===== config.mk =====
export PLATFORM = sky130hd
export DESIGN_NAME = linear_array_deque_flat
export DESIGN_NICKNAME = d
export VERILOG_FILES = /design/src/hw/rtl/lad_pkg.sv /design/src/hw/rtl/lad_if.sv /design/src/hw/rtl/lad_ram.sv /design/src/hw/rtl/linear_array_deque.sv /design/src/flat_wrapper.sv
export SDC_FILE = /design/constraint.sdc
export NUM_CORES = 1
export LEC_CHECK = 0
export BUFFER_PORTS_ARGS = -buffer_cell sky130_fd_sc_hd__buf_2
export CORE_MARGIN = 2
export CORE_UTILIZATION = 57
export DETAILED_ROUTE_END_ITERATION = 6
export PLACE_DENSITY = 0.87
export SLEW_MARGIN = 15
export SYNTH_ARGS = -nofsm -noshare
export SYNTH_HDL_FRONTEND = slang
export SYNTH_SLANG_ARGS = --single-unit

===== constraint.sdc =====
create_clock -name clk -period 5.4 [get_ports clk]
set_input_delay 0.27 -clock clk [delete_from_list [all_inputs] [get_ports clk]]
set_output_delay 0.27 -clock clk [all_outputs]
set_load 0.05 [all_outputs]

===== src/hw/rtl/lad_pkg.sv =====
// Shared constants, types and helper functions for the linear array deque.
// No dependencies; all deque files but lad_ram and the macro header import it.
package lad_pkg;

  localparam int DEPTH  = 64;
  localparam int ADDR_W = $clog2(DEPTH);
  localparam int IDX_W  = $clog2(DEPTH + 1) + 1;
  localparam int CAP_W  = 7;
  localparam int DATA_W = 8;
  localparam int OP_W   = 3;
  localparam int STAT_W = 2;
  localparam int CMP_W  = ((IDX_W > CAP_W) ? IDX_W : CAP_W) + 1;

  typedef logic signed [IDX_W-1:0] idx_t;
  typedef logic signed [CMP_W-1:0] cmp_t;

  localparam idx_t IDX_UNSET = '1;
  localparam idx_t IDX_ZERO  = '0;
  localparam idx_t IDX_ONE   = idx_t'(1);

  localparam logic [CAP_W-1:0] CAP_RESET = CAP_W'(64);

  typedef enum logic [OP_W-1:0] {
    OP_PUSH_BACK  = 3'd0,
    OP_PUSH_FRONT = 3'd1,
    OP_POP_FRONT  = 3'd2,
    OP_POP_BACK   = 3'd3,
    OP_PEEK       = 3'd4,
    OP_RESET      = 3'd5
  } op_t;

  typedef enum logic [STAT_W-1:0] {
    STAT_DONE       = 2'd0,
    STAT_BACK_FULL  = 2'd1,
    STAT_FRONT_FULL = 2'd2,
    STAT_EMPTY      = 2'd3
  } status_t;

  typedef enum logic {
    ST_IDLE,
    ST_READ
  } state_t;

  function automatic logic deque_empty(idx_t front, idx_t back);
    return (front == IDX_UNSET) || (front > back);
  endfunction

  function automatic logic deque_full(idx_t back, logic [CAP_W-1:0] cap);
    cmp_t c;
    cmp_t b;
    c = $signed({{(CMP_W-CAP_W){1'b0}}, cap});
    b = $signed({{(CMP_W-IDX_W){back[IDX_W-1]}}, back});
    if (c == cmp_t'(0)) begin
      c = cmp_t'(1);
    end else if (c > cmp_t'(DEPTH)) begin
      c = cmp_t'(DEPTH);
    end
    return b >= (c - cmp_t'(1));
  endfunction

endpackage


===== src/hw/rtl/lad_if.sv =====
// Handshake channel interfaces for the deque: operation input, result output
// and capacity configuration. Depends on lad_pkg.
interface lad_in_if;
  import lad_pkg::*;
  logic              valid;
  logic              ready;
  logic [OP_W-1:0]   operation;
  logic [DATA_W-1:0] data_in;
  modport source (output valid, output operation, output data_in, input ready);
  modport sink   (input valid, input operation, input data_in, output ready);
endinterface

interface lad_out_if;
  import lad_pkg::*;
  logic              valid;
  logic              ready;
  logic [DATA_W-1:0] data_out;
  logic [STAT_W-1:0] status;
  logic              is_empty;
  logic              is_full;
  modport source (output valid, output data_out, output status, output is_empty,
                  output is_full, input ready);
  modport sink   (input valid, input data_out, input status, input is_empty,
                  input is_full, output ready);
endinterface

interface lad_cfg_if;
  import lad_pkg::*;
  logic             valid;
  logic             ready;
  logic [CAP_W-1:0] capacity;
  modport source (output valid, output capacity, input ready);
  modport sink   (input valid, input capacity, output ready);
endinterface


===== src/hw/rtl/lad_ram.sv =====
// Generic single-port-write, single-port-read RAM with a registered read.
// No dependencies.
module lad_ram #(
  parameter int WIDTH = 8,
  parameter int DEPTH = 64
) (
  input  logic                     clk,
  input  logic                     we,
  input  logic [$clog2(DEPTH)-1:0] waddr,
  input  logic [WIDTH-1:0]         wdata,
  input  logic                     re,
  input  logic [$clog2(DEPTH)-1:0] raddr,
  output logic [WIDTH-1:0]         rdata
);

  logic [WIDTH-1:0] mem [DEPTH];
  logic [WIDTH-1:0] rdata_r;

  always_ff @(posedge clk) begin
    if (we) begin
      mem[waddr] <= wdata;
    end
    if (re) begin
      rdata_r <= mem[raddr];
    end
  end

  assign rdata = rdata_r;

endmodule


===== src/hw/rtl/linear_array_deque.sv =====
// Byte deque kept in a linear slot memory with front and back indices. Pushes,
// the reset operation, unused codes and refused operations load the result
// register from the idle state; a pop or peek of a stored entry goes through the
// read state, as it waits on the registered read port of the slot memory. A new
// item is taken whenever the block is not reading and the result register is
// empty or being emptied in that cycle. Depends on lad_pkg, lad_if and lad_ram.
module linear_array_deque (
  input  logic clk,
  input  logic rst_n,
  lad_in_if.sink    in_ch,
  lad_out_if.source out_ch,
  lad_cfg_if.sink   cfg_ch
);
  import lad_pkg::*;

  state_t state_r, state_nxt;
  idx_t   front_r, front_nxt;
  idx_t   back_r, back_nxt;
  logic [CAP_W-1:0] cap_r;

  logic              out_valid_r, out_valid_nxt;
  logic [DATA_W-1:0] data_r, data_nxt;
  status_t           status_r, status_nxt;
  logic              empty_r, empty_nxt;
  logic              full_r, full_nxt;

  logic              accept;
  logic              empty_now;
  logic              needs_read;
  logic              ram_we;
  logic [ADDR_W-1:0] ram_waddr;
  logic              ram_re;
  logic [ADDR_W-1:0] ram_raddr;
  logic [DATA_W-1:0] ram_rdata;
  status_t           res_status;

  assign in_ch.ready = (state_r == ST_IDLE) && (!out_valid_r || out_ch.ready);
  assign accept      = in_ch.valid && in_ch.ready;
  assign empty_now   = deque_empty(front_r, back_r);
  assign needs_read  = !empty_now &&
                       (in_ch.operation inside {OP_POP_FRONT, OP_POP_BACK, OP_PEEK});
  assign cfg_ch.ready = 1'b1;

  always_comb begin
    state_nxt = state_r;
    case (state_r)
      ST_IDLE: begin
        if (accept && needs_read) begin
          state_nxt = ST_READ;
        end
      end
      ST_READ: state_nxt = ST_IDLE;
      default: state_nxt = ST_IDLE;
    endcase
  end

  always_comb begin
    front_nxt     = front_r;
    back_nxt      = back_r;
    ram_we        = 1'b0;
    ram_waddr     = back_r[ADDR_W-1:0];
    ram_re        = 1'b0;
    ram_raddr     = front_r[ADDR_W-1:0];
    res_status    = STAT_DONE;
    out_valid_nxt = out_valid_r && !out_ch.ready;
    data_nxt      = data_r;
    status_nxt    = status_r;
    empty_nxt     = empty_r;
    full_nxt      = full_r;
    case (state_r)
      ST_READ: begin
        out_valid_nxt = 1'b1;
        data_nxt      = ram_rdata;
        status_nxt    = STAT_DONE;
        empty_nxt     = deque_empty(front_r, back_r);
        full_nxt      = deque_full(back_r, cap_r);
      end
      ST_IDLE: begin
        if (accept) begin
          case (in_ch.operation)
            OP_PUSH_BACK: begin
              if (deque_full(back_r, cap_r)) begin
                res_status = STAT_BACK_FULL;
              end else begin
                if ((back_r == IDX_UNSET) && (front_r == IDX_UNSET)) begin
                  front_nxt = IDX_ZERO;
                end
                back_nxt  = back_r + IDX_ONE;
                ram_we    = 1'b1;
                ram_waddr = back_nxt[ADDR_W-1:0];
              end
            end
            OP_PUSH_FRONT: begin
              if (front_r < IDX_ONE) begin
                res_status = STAT_FRONT_FULL;
              end else begin
                front_nxt = front_r - IDX_ONE;
                ram_we    = 1'b1;
                ram_waddr = front_nxt[ADDR_W-1:0];
              end
            end
            OP_POP_FRONT: begin
              if (empty_now) begin
                res_status = STAT_EMPTY;
              end else begin
                ram_re    = 1'b1;
                ram_raddr = front_r[ADDR_W-1:0];
                front_nxt = front_r + IDX_ONE;
              end
            end
            OP_POP_BACK: begin
              if (empty_now) begin
                res_status = STAT_EMPTY;
              end else begin
                ram_re    = 1'b1;
                ram_raddr = back_r[ADDR_W-1:0];
                back_nxt  = back_r - IDX_ONE;
              end
            end
            OP_PEEK: begin
              if (empty_now) begin
                res_status = STAT_EMPTY;
              end else begin
                ram_re    = 1'b1;
                ram_raddr = front_r[ADDR_W-1:0];
              end
            end
            OP_RESET: begin
              front_nxt = IDX_UNSET;
              back_nxt  = IDX_UNSET;
            end
            default: begin
              res_status = STAT_DONE;
            end
          endcase
          if (!needs_read) begin
            out_valid_nxt = 1'b1;
            data_nxt      = '0;
            status_nxt    = res_status;
            empty_nxt     = deque_empty(front_nxt, back_nxt);
            full_nxt      = deque_full(back_nxt, cap_r);
          end
        end
      end
      default: begin
        out_valid_nxt = out_valid_r && !out_ch.ready;
      end
    endcase
  end

  always_ff @(posedge clk) begin
    if (!rst_n) begin
      state_r     <= ST_IDLE;
      front_r     <= IDX_UNSET;
      back_r      <= IDX_UNSET;
      cap_r       <= CAP_RESET;
      out_valid_r <= 1'b0;
    end else begin
      state_r     <= state_nxt;
      front_r     <= front_nxt;
      back_r      <= back_nxt;
      out_valid_r <= out_valid_nxt;
      if (cfg_ch.valid) begin
        cap_r <= cfg_ch.capacity;
      end
    end
  end

  always_ff @(posedge clk) begin
    data_r   <= data_nxt;
    status_r <= status_nxt;
    empty_r  <= empty_nxt;
    full_r   <= full_nxt;
  end

  lad_ram #(
    .WIDTH(DATA_W),
    .DEPTH(DEPTH)
  ) u_slots (
    .clk  (clk),
    .we   (ram_we),
    .waddr(ram_waddr),
    .wdata(in_ch.data_in),
    .re   (ram_re),
    .raddr(ram_raddr),
    .rdata(ram_rdata)
  );

  assign out_ch.valid    = out_valid_r;
  assign out_ch.data_out = data_r;
  assign out_ch.status   = status_r;
  assign out_ch.is_empty = empty_r;
  assign out_ch.is_full  = full_r;

endmodule


===== src/flat_wrapper.sv =====
// flat-port wrapper written by rule: the top's interface ports become plain ports
module linear_array_deque_flat import lad_pkg::*;
  (clk, rst_n, in_ch_valid, in_ch_operation, in_ch_data_in, in_ch_ready, out_ch_valid, out_ch_data_out, out_ch_status, out_ch_is_empty, out_ch_is_full, out_ch_ready, cfg_ch_valid, cfg_ch_capacity, cfg_ch_ready);
  lad_in_if in_ch_i ();
  lad_out_if out_ch_i ();
  lad_cfg_if cfg_ch_i ();
  input  logic clk;
  input  logic rst_n;
  input wire logic [$bits(in_ch_i.valid)-1:0] in_ch_valid;
  input wire logic [$bits(in_ch_i.operation)-1:0] in_ch_operation;
  input wire logic [$bits(in_ch_i.data_in)-1:0] in_ch_data_in;
  output wire logic [$bits(in_ch_i.ready)-1:0] in_ch_ready;
  output wire logic [$bits(out_ch_i.valid)-1:0] out_ch_valid;
  output wire logic [$bits(out_ch_i.data_out)-1:0] out_ch_data_out;
  output wire logic [$bits(out_ch_i.status)-1:0] out_ch_status;
  output wire logic [$bits(out_ch_i.is_empty)-1:0] out_ch_is_empty;
  output wire logic [$bits(out_ch_i.is_full)-1:0] out_ch_is_full;
  input wire logic [$bits(out_ch_i.ready)-1:0] out_ch_ready;
  input wire logic [$bits(cfg_ch_i.valid)-1:0] cfg_ch_valid;
  input wire logic [$bits(cfg_ch_i.capacity)-1:0] cfg_ch_capacity;
  output wire logic [$bits(cfg_ch_i.ready)-1:0] cfg_ch_ready;
  assign in_ch_i.valid = in_ch_valid;
  assign in_ch_i.operation = in_ch_operation;
  assign in_ch_i.data_in = in_ch_data_in;
  assign in_ch_ready = in_ch_i.ready;
  assign out_ch_valid = out_ch_i.valid;
  assign out_ch_data_out = out_ch_i.data_out;
  assign out_ch_status = out_ch_i.status;
  assign out_ch_is_empty = out_ch_i.is_empty;
  assign out_ch_is_full = out_ch_i.is_full;
  assign out_ch_i.ready = out_ch_ready;
  assign cfg_ch_i.valid = cfg_ch_valid;
  assign cfg_ch_i.capacity = cfg_ch_capacity;
  assign cfg_ch_ready = cfg_ch_i.ready;
  linear_array_deque u_core (.clk(clk), .rst_n(rst_n), .in_ch(in_ch_i), .out_ch(out_ch_i), .cfg_ch(cfg_ch_i));
endmodule

# Yosys cells after proc, flatten, opt, wreduce, memory -nomap -nowiden
# Memory sizes are Yosys's and may differ from the RTL's. A register that Yosys moved wholly into a read port is not among the register bits.
# Index checks and enable logic that the tools add are counted.
[word_totals]
register_bits = 37
latchBits = 0
ramBits = 512
rom_bits = 0
in_bits = 23
out_inout_bits = 15
elab_cells = 115
n_memories = 1
[op_classes]
add_sub_neg = 7
n_mul = 0
div = 0
magnitude_cmp = 7
eq_ne = 10
n_shift = 0
n_mux = 62
bitwise_logic = 1
n_reduce_logical = 18
[mem_list]
columns = ["memory", "depth", "width", "read_ports", "rd_ports_with_merged_regs", "wr", "line_no", "text"]
rows = [
  ["u_core.u_slots.mem", 64, 8, 1, 1, 1, "lad_ram.sv:16", "logic [WIDTH-1:0] mem [DEPTH];"],
]
[ops]
columns = ["operator", "n"]
rows = [
  ["2-to-1 mux 8 bit", 12],
  ["2-to-1 mux 9 bit", 7],
  ["2-to-1 mux 6 bit", 8],
  ["one-hot mux 8 bit (4 select lines)", 1],
  ["greater-or-equal comparator 8 x 9 -> 1 bit", 3],
  ["subtractor 9 x 2 -> 9 bit (second input constant)", 3],
  ["equality test 8 x 1 -> 1 bit (second input constant)", 3],
  ["one-hot mux 8 bit (3 select lines)", 1],
  ["2-to-1 mux 1 bit", 18],
  ["adder 8 x 2 -> 8 bit (second input constant)", 2],
  ["> comparator 8 bit", 2],
  ["one-hot mux 8 bit (2 select lines)", 1],
  ["subtractor 8 x 2 -> 8 bit (second input constant)", 2],
  ["2-to-1 mux 7 bit", 2],
  ["one-hot mux 6 bit (2 select lines)", 1],
  ["one-hot mux 1 bit (2 select lines)", 5],
  ["< comparator 8 x 2 -> 1 bit (second input constant)", 1],
  ["2-to-1 mux 2 bit", 4],
  ["> comparator 7 bit (second input constant)", 1],
  ["zero test 7 bit", 1],
  ["equality test 3 x 2 -> 1 bit (second input constant)", 2],
  ["equality test 3 bit (second input constant)", 2],
  ["logical AND 1 bit", 6],
  ["one-hot mux 2 bit (3 select lines)", 1],
  ["other kinds (11)", 16],
]

# Longest topological paths before layout
# Gate-level depths: netlist of the first run.
[depth]
ltp_word = 17
ltp_mapped = 27
depth_no_buf = 26

# Modules after synthesis
# From an unflattened synthesis of the first run, not the netlist that was laid out.
[hier_totals]
hier_cells = 1463
hier_area_um2 = 24089.4
[modules_own_cells]
columns = ["module", "instances", "cells_each", "area_each_um2", "seq_area_each_um2"]
rows = [
  ["lad_ram", 1, 940, 20246.9, 15615.0],
  ["linear_array_deque", 1, 523, 3842.4, 860.8],
]

# Least setup slack after synthesis of the first run
# No wires, ideal clock.
[synth_timing]
path_kind = "reg2reg"
from = "reg u_core.cap_r[2]"
to = "reg u_core.empty_r (netlist: u_core.out_ch.is_empty), data pin"
setup_time_ps = 259
t_arrival_ps = 5129
required_time_ps = 5141
setup_slack_ps = 12
stages_incl_launch_ff = 28
n_path_buf = 1
synth_period_minus_slack_ps = 5388
cell_sequence = "dfxtp_1 or4_1 nor2_1 o21ai_0 ha_1 nand2_1 a31oi_1 ha_1 and3_1 o2111ai_1 a211oi_1 nand3_1 a41o_2 buf_6 a22oi_1 o21ai_0 o311ai_0 ha_1 nor2b_1 o21a_1 o21a_1 o21a_1 o21a_1 o21ai_0 nand2_1 o211ai_1 o21ai_0 o31a_1"
[synth_via]
elab_chain_cells = 17
elab_cells_between_ends = 23
cone_classes = "add/sub (1); order compare (3); eq/ne (1); mux (16); reduce/logical (2)"
[synth_lines]
columns = ["item", "line_no", "text"]
rows = [
  ["start, declared", "linear_array_deque.sv:19", "logic [CAP_W-1:0] cap_r;"],
  ["start signal, assigned", "linear_array_deque.sv:164", "cap_r <= cfg_ch.capacity;"],
  ["> comparator 7 bit", "lad_pkg.sv:55", "end else if (c > cmp_t'(DEPTH)) begin"],
  ["2-to-1 mux 7 bit", "lad_pkg.sv:55", ""],
  ["2-to-1 mux 7 bit *", "-", ""],
  ["2-to-1 mux 9 bit *", "linear_array_deque.sv:80", "case (in_ch.operation)"],
  ["2-to-1 mux 9 bit *", "linear_array_deque.sv:79", "if (accept) begin"],
  ["2-to-1 mux 9 bit *", "linear_array_deque.sv:70", "case (state_r)"],
  ["subtractor 9 x 2 -> 9 bit *", "lad_pkg.sv:58", "return b >= (c - cmp_t'(1));"],
  ["greater-or-equal comparator 8 x 9 -> 1 bit *", "lad_pkg.sv:58", ""],
  ["(+2 left out)", "-", ""],
  ["2-to-1 mux 8 bit", "linear_array_deque.sv:79", ""],
  ["2-to-1 mux 8 bit", "linear_array_deque.sv:70", ""],
  ["> comparator 8 bit / equality test 8 x 1 -> 1 bit (equally long branches)", "lad_pkg.sv:45", "return (front == IDX_UNSET) || (front > back);"],
  ["logical OR 1 bit *", "lad_pkg.sv:45", ""],
  ["2-to-1 mux 1 bit *", "linear_array_deque.sv:136", "if (!needs_read) begin"],
  ["2-to-1 mux 1 bit *", "linear_array_deque.sv:79", ""],
  ["one-hot mux 1 bit (2 select lines) *", "linear_array_deque.sv:70", ""],
  ["named net u_core.empty_nxt", "linear_array_deque.sv:24", "logic empty_r, empty_nxt;"],
  ["end signal, assigned", "linear_array_deque.sv:172", "empty_r <= empty_nxt;"],
  ["end, declared", "linear_array_deque.sv:24", ""],
]
# Mark *: on every way through the listed nets, which the timed path passes. The rest lies on a longest branch. The select of a mux whose other input is x is not followed.
# A chain may end at the register's enable or synchronous reset.

# Final worst setup path of the first run
[layout_timing]
from = "reg u_core.cap_r[2]"
to = "mem u_core.u_slots.mem[62][6], enable pin"
[layout_via]
elab_chain_cells = 14
elab_cells_between_ends = 19
cone_classes = "add/sub (1); order compare (2); mux (15); reduce/logical (1)"
[layout_lines]
columns = ["item", "line_no", "text"]
rows = [
  ["> comparator 7 bit", "lad_pkg.sv:55", ""],
  ["2-to-1 mux 7 bit", "lad_pkg.sv:55", ""],
  ["2-to-1 mux 7 bit *", "-", ""],
  ["2-to-1 mux 9 bit *", "linear_array_deque.sv:80", ""],
  ["2-to-1 mux 9 bit *", "linear_array_deque.sv:79", ""],
  ["2-to-1 mux 9 bit *", "linear_array_deque.sv:70", ""],
  ["subtractor 9 x 2 -> 9 bit *", "lad_pkg.sv:58", ""],
  ["greater-or-equal comparator 8 x 9 -> 1 bit *", "lad_pkg.sv:58", ""],
  ["2-to-1 mux 1 bit", "linear_array_deque.sv:82", "if (deque_full(back_r, cap_r)) begin"],
  ["one-hot mux 1 bit (2 select lines)", "linear_array_deque.sv:80", ""],
  ["2-to-1 mux 1 bit", "linear_array_deque.sv:79", ""],
  ["2-to-1 mux 1 bit", "linear_array_deque.sv:70", ""],
  ["2-to-1 mux 1 bit", "lad_ram.sv:20", "if (we) begin"],
  ["2-to-1 mux 1 bit (implied by the code)", "lad_ram.sv:21", "mem[waddr] <= wdata;"],
  ["end, declared", "lad_ram.sv:16", ""],
]
# Mark *: on every way between the ends. The rest lies on a longest branch, timed or not. The select of a mux whose other input is x is not followed.

==> metrics list, run 1 <==
- For the worst setup path, the data arrival time is 5550 ps.
- Filler Cell Count: 2,689
- At the end of the flow the core is filled with cells to 0.6639.
- Of the synthesized area, sequential elements account for 0.6751.
- The first TritonRoute pass finished after 7 iterations.
- Walking the worst path, the cells encountered are or4_4 -> nor2_4 -> o21ai_4 -> ha_4 -> xnor2_2 -> ha_1 -> and3b_2 -> nor3_2 -> o311ai_2 -> a41oi_2 -> buf_4 -> o21a_1 -> a211oi_2 -> a31oi_1 -> o21ai_0 -> nand3_1 -> nor2_1 -> buf_4.
- Max-cap violations in this run came to 0.
- Footprint of the multi-input gates: 7597 µm²
* Post-CTS clock slew at the launch and capture registers of the worst setup and hold paths: 70 ps
- Routability-driven placement finished with a final weighted congestion of 1.009.
* X dimension of the die: 210.9 µm
- Max Buffers Root-to-Sink: 3
* Unrepaired setup endpoints after global routing: yes
- Portion of the clock cycle consumed by the worst path in the final layout: 0.9683
* Final setup fails: 0
- For the pin with the worst max-slew slack, the measured transition is 952.3 ps.
- Nets@finish: 1,738
- On the critical path the largest part of the delay comes from simple AND/OR/NAND/NOR gates.
- Max-slew violations: 0
- In this run the static leakage power is 9.353 nW.
* Via total after detailed routing: 15,828
- Measured against its own limit, the worst slew margin works out to 0.3603.
- The area growth from synthesis to layout is 14.62%.
* Drt first-iter violations: 2,353
- Minimum clock period: 5229 ps
- Relative contribution of the clock network to total power: 0.370
- After detailed routing, the average wire length per cell comes to 29.27 µm.
- Cts bufs inserted: 52
- Run status: finished, violations left
- In this run the core area contains 75 standard-cell rows.
- The path class of the tightest hold or removal check is in2reg.
* Number of global-route vias before repair: 15,717
- The first global-routing pass estimated 99,370 µm of wire.
* Clock latency reported for the late side of the worst-skew pair: 630 ps
- Number of enable-type register cells in the synthesized netlist: 532
* Top library cells by usage in the layout, fill and taps aside: sky130_fd_sc_hd__edfxtp_1 (532), sky130_fd_sc_hd__buf_4 (146), sky130_fd_sc_hd__mux4_2 (128)
- The total area inside the core boundary comes to 42,130 µm².
- Routed wire length: 66,180 µm
- Of all nets on the critical path, the largest fanout is 8.
* Synth Area per Inst: 15.99 µm²
* Routed met3 length: 7747 µm
- Of the total power, combinational logic draws 0.146.
* Vias per inst: 7.000
- The cell area that synthesis handed to floorplanning was 24,400 µm².
- The initial utilization of the core area, before any placement, comes to 0.5792.
- For this run, design rule violations remaining after detail routing come to 4.
- Distinct cells, synth: 88
- Power spent charging and discharging nets: 2.574 mW
- Detailed routing placed a total of 31,950 µm of wire on met2.
- DP Wirelength: 39,150 µm
* Top routing layer in use: met5
* Worst path buffer plus inverter count: 2
* Setup Slack @ Placement: -94.92 ps
- The floorplan step defined a die boundary enclosing 44,490 µm².
* Power Density: 355.0 nW/µm²
* Top FF cell, synth: sky130_fd_sc_hd__edfxtp_1
* Design internal power: 7.355 mW
* Crit Path Class: reg2reg
- The floorplan step set the die height to 210.9 µm.
* Total inserted antenna cells: 0
- Counting flops with an async set or reset pin after synthesis yields a share of 0.
* Wl on met1: 23,320 µm
- Number of placed I/O pins: 38
- Final hold violation count: 0
* Count of warnings emitted by yosys: 0
* Slowest cell on the critical path: sky130_fd_sc_hd__or4_4
* All-Layer GR Usage: 0.3047
- Maximum number of pins on one net before global-route repair: 65
- Clock tree synthesis found a total of 557 sinks.
- The count of buffers added on input and output ports is 36.
- Derived from the worst setup path, the maximum achievable clock frequency is 191.3 MHz.
- Across the VDD grid, the largest voltage drop is 343.2 µV.
* Number of nets still failing antenna checks after routing: 0
- Most common cell after layout, fill and taps aside: sky130_fd_sc_hd__edfxtp_1
- The H-tree was split into 2 levels.
* Root Buffer: sky130_fd_sc_hd__clkbuf_16
- Crit path capture type: flop
- Launching element type of the critical path: flop
- Fraction of power consumed by sequential logic: 0.485
* CTS tree: built
* Ratio of cells with drive above 1 in the final layout: 0.2666
- Net switching share of the total power: 0.2593
* Clock Skews: 27.22 ps
- For this run the aggregate overflow at the end of global routing stands at 0.
- Synthesis produced 1,526 cells.
- Most repeated library cell on the critical path: sky130_fd_sc_hd__buf_4
- Worst EP required: 5720 ps
* Post-route setup slack: 171.2 ps
* Antenna violations before repair: 2
- The final reports fail on design-rule violations.
- Combined flip-flop and latch cell area: 16,480 µm²
* Highest cell delay on the worst timing path: 550 ps
- In this run, synthesis produced a sequential element count of 557.
## flip-flops by register name, summed over array words and instances, names as in the netlist
name	cells
u_core.out_ch.is_full	1
u_core.out_ch.status	2
u_core.back_r	8
u_core.state_r	1
u_core.out_ch.is_empty	1
u_core.u_slots.rdata	8
u_core.front_r	8
u_core.u_slots.mem	512
u_core.out_ch.valid	1
u_core.cap_r	7
u_core.out_ch.data_out	8
## logic make-up after synthesis
logic type	Yosys count	share of synthesized area
xor+xnor	10	0.003589
simple gates	451	0.09557
fa+ha+maj	33	0.01692
buf+inv	121	0.02235
other cells	1	0.0001537
compound gates	213	0.06291
flops	557	0.6751
mux	140	0.1234
## power by group through the flow
| stage | Combinational, mW | Sequential [mW] | Clock, mW |
|---|---|---|---|
| floorplan | 0.830 | 4.94 | 0 |
| global placement | 1.32 | 4.90 | 0 |
| detailed placement | 1.36 | 4.91 | 0 |
| CTS | 1.38 | 4.81 | 3.69 |
| global route | 1.53 | 4.82 | 3.85 |
| finish | 1.44 | 4.81 | 3.67 |
## cell type report
class | count | share of cell area
inverter | 30 | 0.004026
multi-input combinational | 850 | 0.2716
timing repair buffer | 191 | 0.05135
clock inverter | 32 | 0.01127
tap | 539 | 0.02411
clock buffer | 62 | 0.04862
sequential | 557 | 0.5890
## per-layer routing
metal	vias to the layer above	track usage
li1	6444	-
met1	7822	0.4036
met2	1315	0.4930
met3	243	0.06765
met4	4	0.1306
met5	-	0
## metrics by stage
step / setup TNS (ps) / cells / power, mW / hold WS, ps / area, µm²
2_1_floorplan: 0 / 1528 / 5.774 / 368.9 / 24410
3_3_place_gp: -23.65 / 2154 / 6.229 / 517.7 / 26060
3_5_place_dp: -94.92 / 2154 / 6.263 / 517.4 / 26060
4_1_cts: 0 / 2256 / 9.888 / 12.66 / 27820
5_1_grt: -48.65 / 2261 / 10.19 / 22.72 / 27970
6_report: 0 / 2261 / 9.929 / 17.82 / 27970
## worst register-to-register path, delay by kind of cell (launching register included)
family	cells	cell delay, ps
buffers and inverters	2	420
XOR/XNOR	1	150
adder cells (fa/ha/maj)	2	520
AO/OA/AOI/OAI	7	1730
AND/OR/NAND/NOR	6	1810
flip-flops	1	310
## repair_timing
item                                   4_1_cts  5_1_grt
resized for setup                            4       23
setup buffers                                0        5
hold buffers                                 8        0
pin swaps                                    0       13
setup endpoints to repair                    2      158
endpoints found under the hold margin        8        0
## Yosys cell counts (all sizes together) (3+ instances only)
library cell  instances  share of area
o311ai                4         0.0017
a21oi                37         0.0077
o21a                  9         0.0028
and3b                 4         0.0015
buf                  37         0.0094
o22ai                 6         0.0018
xnor2                10         0.0036
a2111oi               3         0.0011
nor4                 15         0.0038
a31oi                32         0.0087
and3                 32         0.0082
inv                  27         0.0042
nor3                 20         0.0045
mux2i                12         0.0052
mux4                128           0.12
edfxtp              532           0.65
o211ai               17         0.0052
nor2                114          0.018
o21ai                33         0.0072
clkinv                3        0.00046
a41oi                 6         0.0028
o31ai                 7         0.0022
nand4                34         0.0087
a21o                  6         0.0018
and2                 12         0.0031
o31a                  3         0.0011
nand2b                5         0.0013
dfxtp                25          0.021
nor2b                36         0.0092
ha                   33          0.017
a311oi                5         0.0018
a31o                  7         0.0025
and4                  3         0.0011
nand3                88          0.018
clkbuf               54         0.0083
o32ai                 3         0.0011
a211oi                6         0.0023
a21boi                3         0.0011
a22oi                 3        0.00092
or3                   6         0.0015
nand2                71          0.012
o2111ai               4         0.0014
## worst paths after layout
path / from / slack, ps / cells past startpoint / to
min: cfg_ch_valid / 20 / 2 / u_core.cap_r[6]$_SDFFE_PN1P_
max reg2reg: u_core.cap_r[2]$_SDFFE_PN0P_ / 170 / 18 / u_core.u_slots.mem[62][6]$_DFFE_PP_
max: u_core.cap_r[2]$_SDFFE_PN0P_ / 170 / 18 / u_core.u_slots.mem[62][6]$_DFFE_PP_
min reg2reg: u_core.u_slots.rdata[6]$_DFFE_PP_ / 530 / 1 / u_core.out_ch.data_out[6]$_SDFFCE_PN0P_
Power figures use the tool's default switching activity.
==> inputs of run 2 (changes only) <==
--- a/config.mk
+++ b/config.mk
@@ -13,4 +13,5 @@
 export SLEW_MARGIN = 15
 export SYNTH_ARGS = -nofsm -noshare
 export SYNTH_HDL_FRONTEND = slang
+export SYNTH_HIERARCHICAL = 1
 export SYNTH_SLANG_ARGS = --single-unit
==> run 2 against run 1 <==
Compared with the run above:
- the run now ends clean
- routed wire length is 5.6% lower
- non-clock buffer count is 1 lower
- sequential share of layout area is 0.77 points higher
- first-iteration DRC count is 1.4% lower
- count of clock-buffer cells in the layout stayed put
- sequential power hardly changed
- cell area is 1.3% lower
- core utilization is 0.41 points lower
- maximum frequency is 2.1% lower
- clock power is 2% higher
- combinational power is 20% higher
- highest routed layer is now met4
==> metrics list, run 2 <==
- The register area is 16,480 µm² (unchanged).
- Endpoint of the most critical register-to-register path: u_core/u_slots/mem[27][4]$_DFFE_PP_
- The worst-margin pin slew was 872.2 ps (-80.14 ps).
* Post-synthesis instance total: 1,463 (-4.1%)
- Post-route setup slack: 57.54 ps (-113.7 ps)
* Routed wire length: 62,490 µm (-5.6%)
* Root Buffer: sky130_fd_sc_hd__clkbuf_16
- The depth of the most critical reg-to-reg path came to 22 (+4).
- The maximum fanout along the worst path was 10 (+2).
* First-pass detailed-route iteration total: 7 (unchanged)
- Cts bufs inserted: 52 (unchanged)
- The finished layout cell area came to 27,610 µm² (-1.3%).
- The row count came to 75 (unchanged).
- Design Power: 10.28 mW (+3.5%)
- The half-perimeter wire length after placement came to 38,020 µm (-2.9%).
* Setup total negative slack: 0 ps (unchanged)
- Number of flip-flops under the largest register name: 512 (unchanged)
- Worst setup path endpoint: u_core/u_slots/mem[27][4]$_DFFE_PP_
- Top FF cell, synth: sky130_fd_sc_hd__edfxtp_1
- The max-capacitance violation count was 0 (unchanged).
- The area of the mapped netlist is 24,090 µm² (-1.3%).
* Area contributors post-synth: sky130_fd_sc_hd__edfxtp_1 (66%), sky130_fd_sc_hd__mux4_2 (12%), sky130_fd_sc_hd__dfxtp_1 (2.1%)
- The standard cell core area came to 41,850 µm² (-0.67%).
* Worst path arrival time: 5660 ps (+110 ps)
- Of all cell types, the one taking the most synthesized area is sky130_fd_sc_hd__edfxtp_1.
* Number of nets still failing antenna checks after routing: 0 (unchanged)
- The insertion delay of the later-clocked pin in the worst-skew pair was 620 ps (about the same).
* Count of warnings emitted by yosys: 6 (+6)
- The worst relative slew slack was 0.4035 (+0.04328).
- The peak supply drop was 301.0 µV (-12%).
- The DRC marker count from the first detailed-route iteration is 2,319 (-1.4%).
- The total inserted antenna cells came to 0 (unchanged).
* Layout area overhead: 14.63% (about the same)
- Minimum setup slack among reg-to-reg paths: 60 ps (-110 ps)
* Run status: finished clean
* Number of global-route vias before repair: 15,128 (-3.7%)
* Portion of the clock cycle consumed by the worst path in the final layout: 0.9893 (+0.02105)
- Max-slew violations: 0 (unchanged)
- Global-route congestion overflow total: 0 (unchanged)
* Final setup fails: 0 (unchanged)
- Number of placed I/O pins: 38 (unchanged)
- Ratio of cells with drive above 1 in the final layout: 0.2588 (-0.007713)
* Via total after detailed routing: 14,974 (-5.4%)
- Most common cell after layout, fill and taps aside: sky130_fd_sc_hd__edfxtp_1
- The startpoint identified for the worst register-to-register timing path is u_core/cap_r[5]$_SDFFE_PN0P_.
- In the layout the commonest cells are sky130_fd_sc_hd__edfxtp_1 (532), sky130_fd_sc_hd__buf_4 (148), sky130_fd_sc_hd__nor2_1 (132).
- The overall global routing resource usage was 0.2890 (-0.01570).
- Leakage dissipation: 9.488 nW (+1.4%)
* X dimension of the die: 209.6 µm (-0.64%)
- Cell area after placement: 25,640 µm² (-1.6%)
* Power Density: 372.2 nW/µm² (+4.9%)
- The final weighted congestion of routability-driven global placement was 0.9991 (-1.0%).
- The final critical delay including setup and external delays is 5342 ps (+113.7 ps).
- The height of the chip was 209.6 µm (-0.64%).
* Post-CTS clock slew at the launch and capture registers of the worst setup and hold paths: 60 ps (about the same)
- Worst EP required: 5720 ps (about the same)
* Asr flop ratio synth: 0 (unchanged)
- The final-report hold violation count came to 0 (unchanged).
- STA classifies the critical path endpoint as a flop.
* Maximum number of pins on one net before global-route repair: 65 (unchanged)
- The starting density of the core came to 0.5756 (-0.003608).
- The maximum level of the CTS H-tree was 2 (unchanged).
- Antenna violations before repair: 1 (-1)
- The die area was 43,920 µm² (-1.3%).
- Top cell type's share of synthesized area: 0.6632 (+0.008534)
* Hold Crit Class: in2reg
- The total DRC errors in the routed layout came to 0 (-4).
- CTS tree: built
- Vias per inst: 6.782 (-3.1%)
* First-pass GRT wire length: 93,740 µm (-5.7%)
* CTS Sinks: 557 (unchanged)
* Routed length per placed instance: 28.30 µm (-3.3%)
* Number of enable-type register cells in the synthesized netlist: 532 (unchanged)
- The worst setup path is launched from a flop.
- The critical path in this run is classified as reg2reg.
* Footprint of the multi-input gates: 7201 µm² (-5.2%)
- In the post-synthesis netlist, the cell with the most instances is sky130_fd_sc_hd__edfxtp_1.
- Portion of the post-synthesis area used by sequential elements: 0.6839 (+0.008802)
* Filler Cell Count: 2,612 (-2.9%)
* Register containing the most flip-flops in the final layout: u_core/u_slots/mem
- The post-route clock skew came to 29.75 ps (+2.529 ps).
- The worst slack on hold paths was 27.50 ps (+9.673 ps).
- Count of buffers from port buffering: 36 (unchanged)
* Highest clock rate: 187.2 MHz (-2.1%)
* Top cell types by occurrence after synthesis: sky130_fd_sc_hd__edfxtp_1 (532), sky130_fd_sc_hd__nor2_1 (132), sky130_fd_sc_hd__mux4_2 (126)
- Setup Slack @ Placement: -161.1 ps (-66.21 ps)
- The mean instance size in the synthesized netlist is 16.47 µm² (+3.0%).
- Distinct cells, synth: 76 (-14%)
* Nets@finish: 1,682 (-3.2%)
- The buffer levels on the longest clock path came to 3 (unchanged).
* Register bit count reported by yosys: 557 (unchanged)
- Launch point of the critical path: u_core/cap_r[5]$_SDFFE_PN0P_
-- run 2: per-stage QoR --
step | util | std cells
6_report | 0.6598 | 2208
5_1_grt | 0.6598 | 2208
4_1_cts | 0.6567 | 2204
3_5_place_dp | 0.6127 | 2098
3_3_place_gp | 0.6127 | 2098
2_1_floorplan | - | 1465
-- run 2: worst max-delay path, cell delays in order (launching register included) --
cell,delay [ps]
sky130_fd_sc_hd__dfxtp_1,340
sky130_fd_sc_hd__nor4_4,300
sky130_fd_sc_hd__nor2b_4,190
sky130_fd_sc_hd__o21ai_2,90
sky130_fd_sc_hd__ha_4,190
sky130_fd_sc_hd__nor2b_2,160
sky130_fd_sc_hd__nand2_2,80
sky130_fd_sc_hd__ha_4,220
sky130_fd_sc_hd__nand3_1,80
sky130_fd_sc_hd__nor2_1,40
sky130_fd_sc_hd__a221o_1,340
sky130_fd_sc_hd__or3_4,400
sky130_fd_sc_hd__o211a_4,200
sky130_fd_sc_hd__buf_4,150
sky130_fd_sc_hd__buf_4,150
sky130_fd_sc_hd__nor2_1,80
sky130_fd_sc_hd__a21oi_1,50
sky130_fd_sc_hd__o22ai_1,130
sky130_fd_sc_hd__a22o_1,430
sky130_fd_sc_hd__nor2b_1,270
sky130_fd_sc_hd__nand3_1,560
sky130_fd_sc_hd__nor2_1,390
sky130_fd_sc_hd__buf_4,200
-- run 2: cell families after synthesis --
group                    synth area share
multiplexers                       0.1387
other                           0.0001557
adder cells (fa/ha/maj)           0.01797
AND/OR/NAND/NOR                   0.07183
XOR/XNOR                         0.002909
flip-flops                         0.6839
buffers and inverters             0.02280
AO/OA/AOI/OAI                     0.06170
-- run 2: timing repair --
item,CTS,global route
setup buffers,2,4
hold buffers,7,0
hold endpoints to repair,7,0
pin swaps,3,11
resized for setup,5,18
endpoints found under the setup margin,2,74
-- run 2: how the worst min path moves through the flow --
| stage | slack (ps) | to | cells past startpoint | start |
|---|---|---|---|---|
| after floorplan | 370 | u_core/u_slots/mem[0][0]$_DFFE_PP_ | 0 | in_ch_data_in[0] |
| after global placement | 500 | u_core/cap_r[6]$_SDFFE_PN1P_ | 3 | cfg_ch_capacity[6] |
| after detailed placement | 500 | u_core/cap_r[6]$_SDFFE_PN1P_ | 3 | cfg_ch_capacity[6] |
| after CTS | 10 | u_core/cap_r[6]$_SDFFE_PN1P_ | 2 | cfg_ch_valid |
| after global routing | 40 | u_core/cap_r[6]$_SDFFE_PN1P_ | 2 | cfg_ch_valid |
| final | 30 | u_core/cap_r[6]$_SDFFE_PN1P_ | 2 | cfg_ch_valid |
-- run 2: where the power goes --
part | internal, mW | switching, mW
Sequential | 4.79 | 0.0340
Combinational | 0.661 | 1.07
Clock | 2.12 | 1.60
-- run 2: area by class of cell --
cell class | count | area share
Sequential cell | 557 | 0.5967
Clock inverter | 35 | 0.01455
Timing Repair Buffer | 190 | 0.05129
Inverter | 28 | 0.003806
Multi-Input combinational cell | 797 | 0.2608
Clock buffer | 62 | 0.04848
Tap cell | 539 | 0.02442
-- run 2: per-layer routing --
metal | share of wire | GRT usage
met1 | 0.35 | 0.3860
met2 | 0.48 | 0.4654
met3 | 0.12 | 0.05312
met4 | 0.056 | 0.1414
met5 | 0 | 0
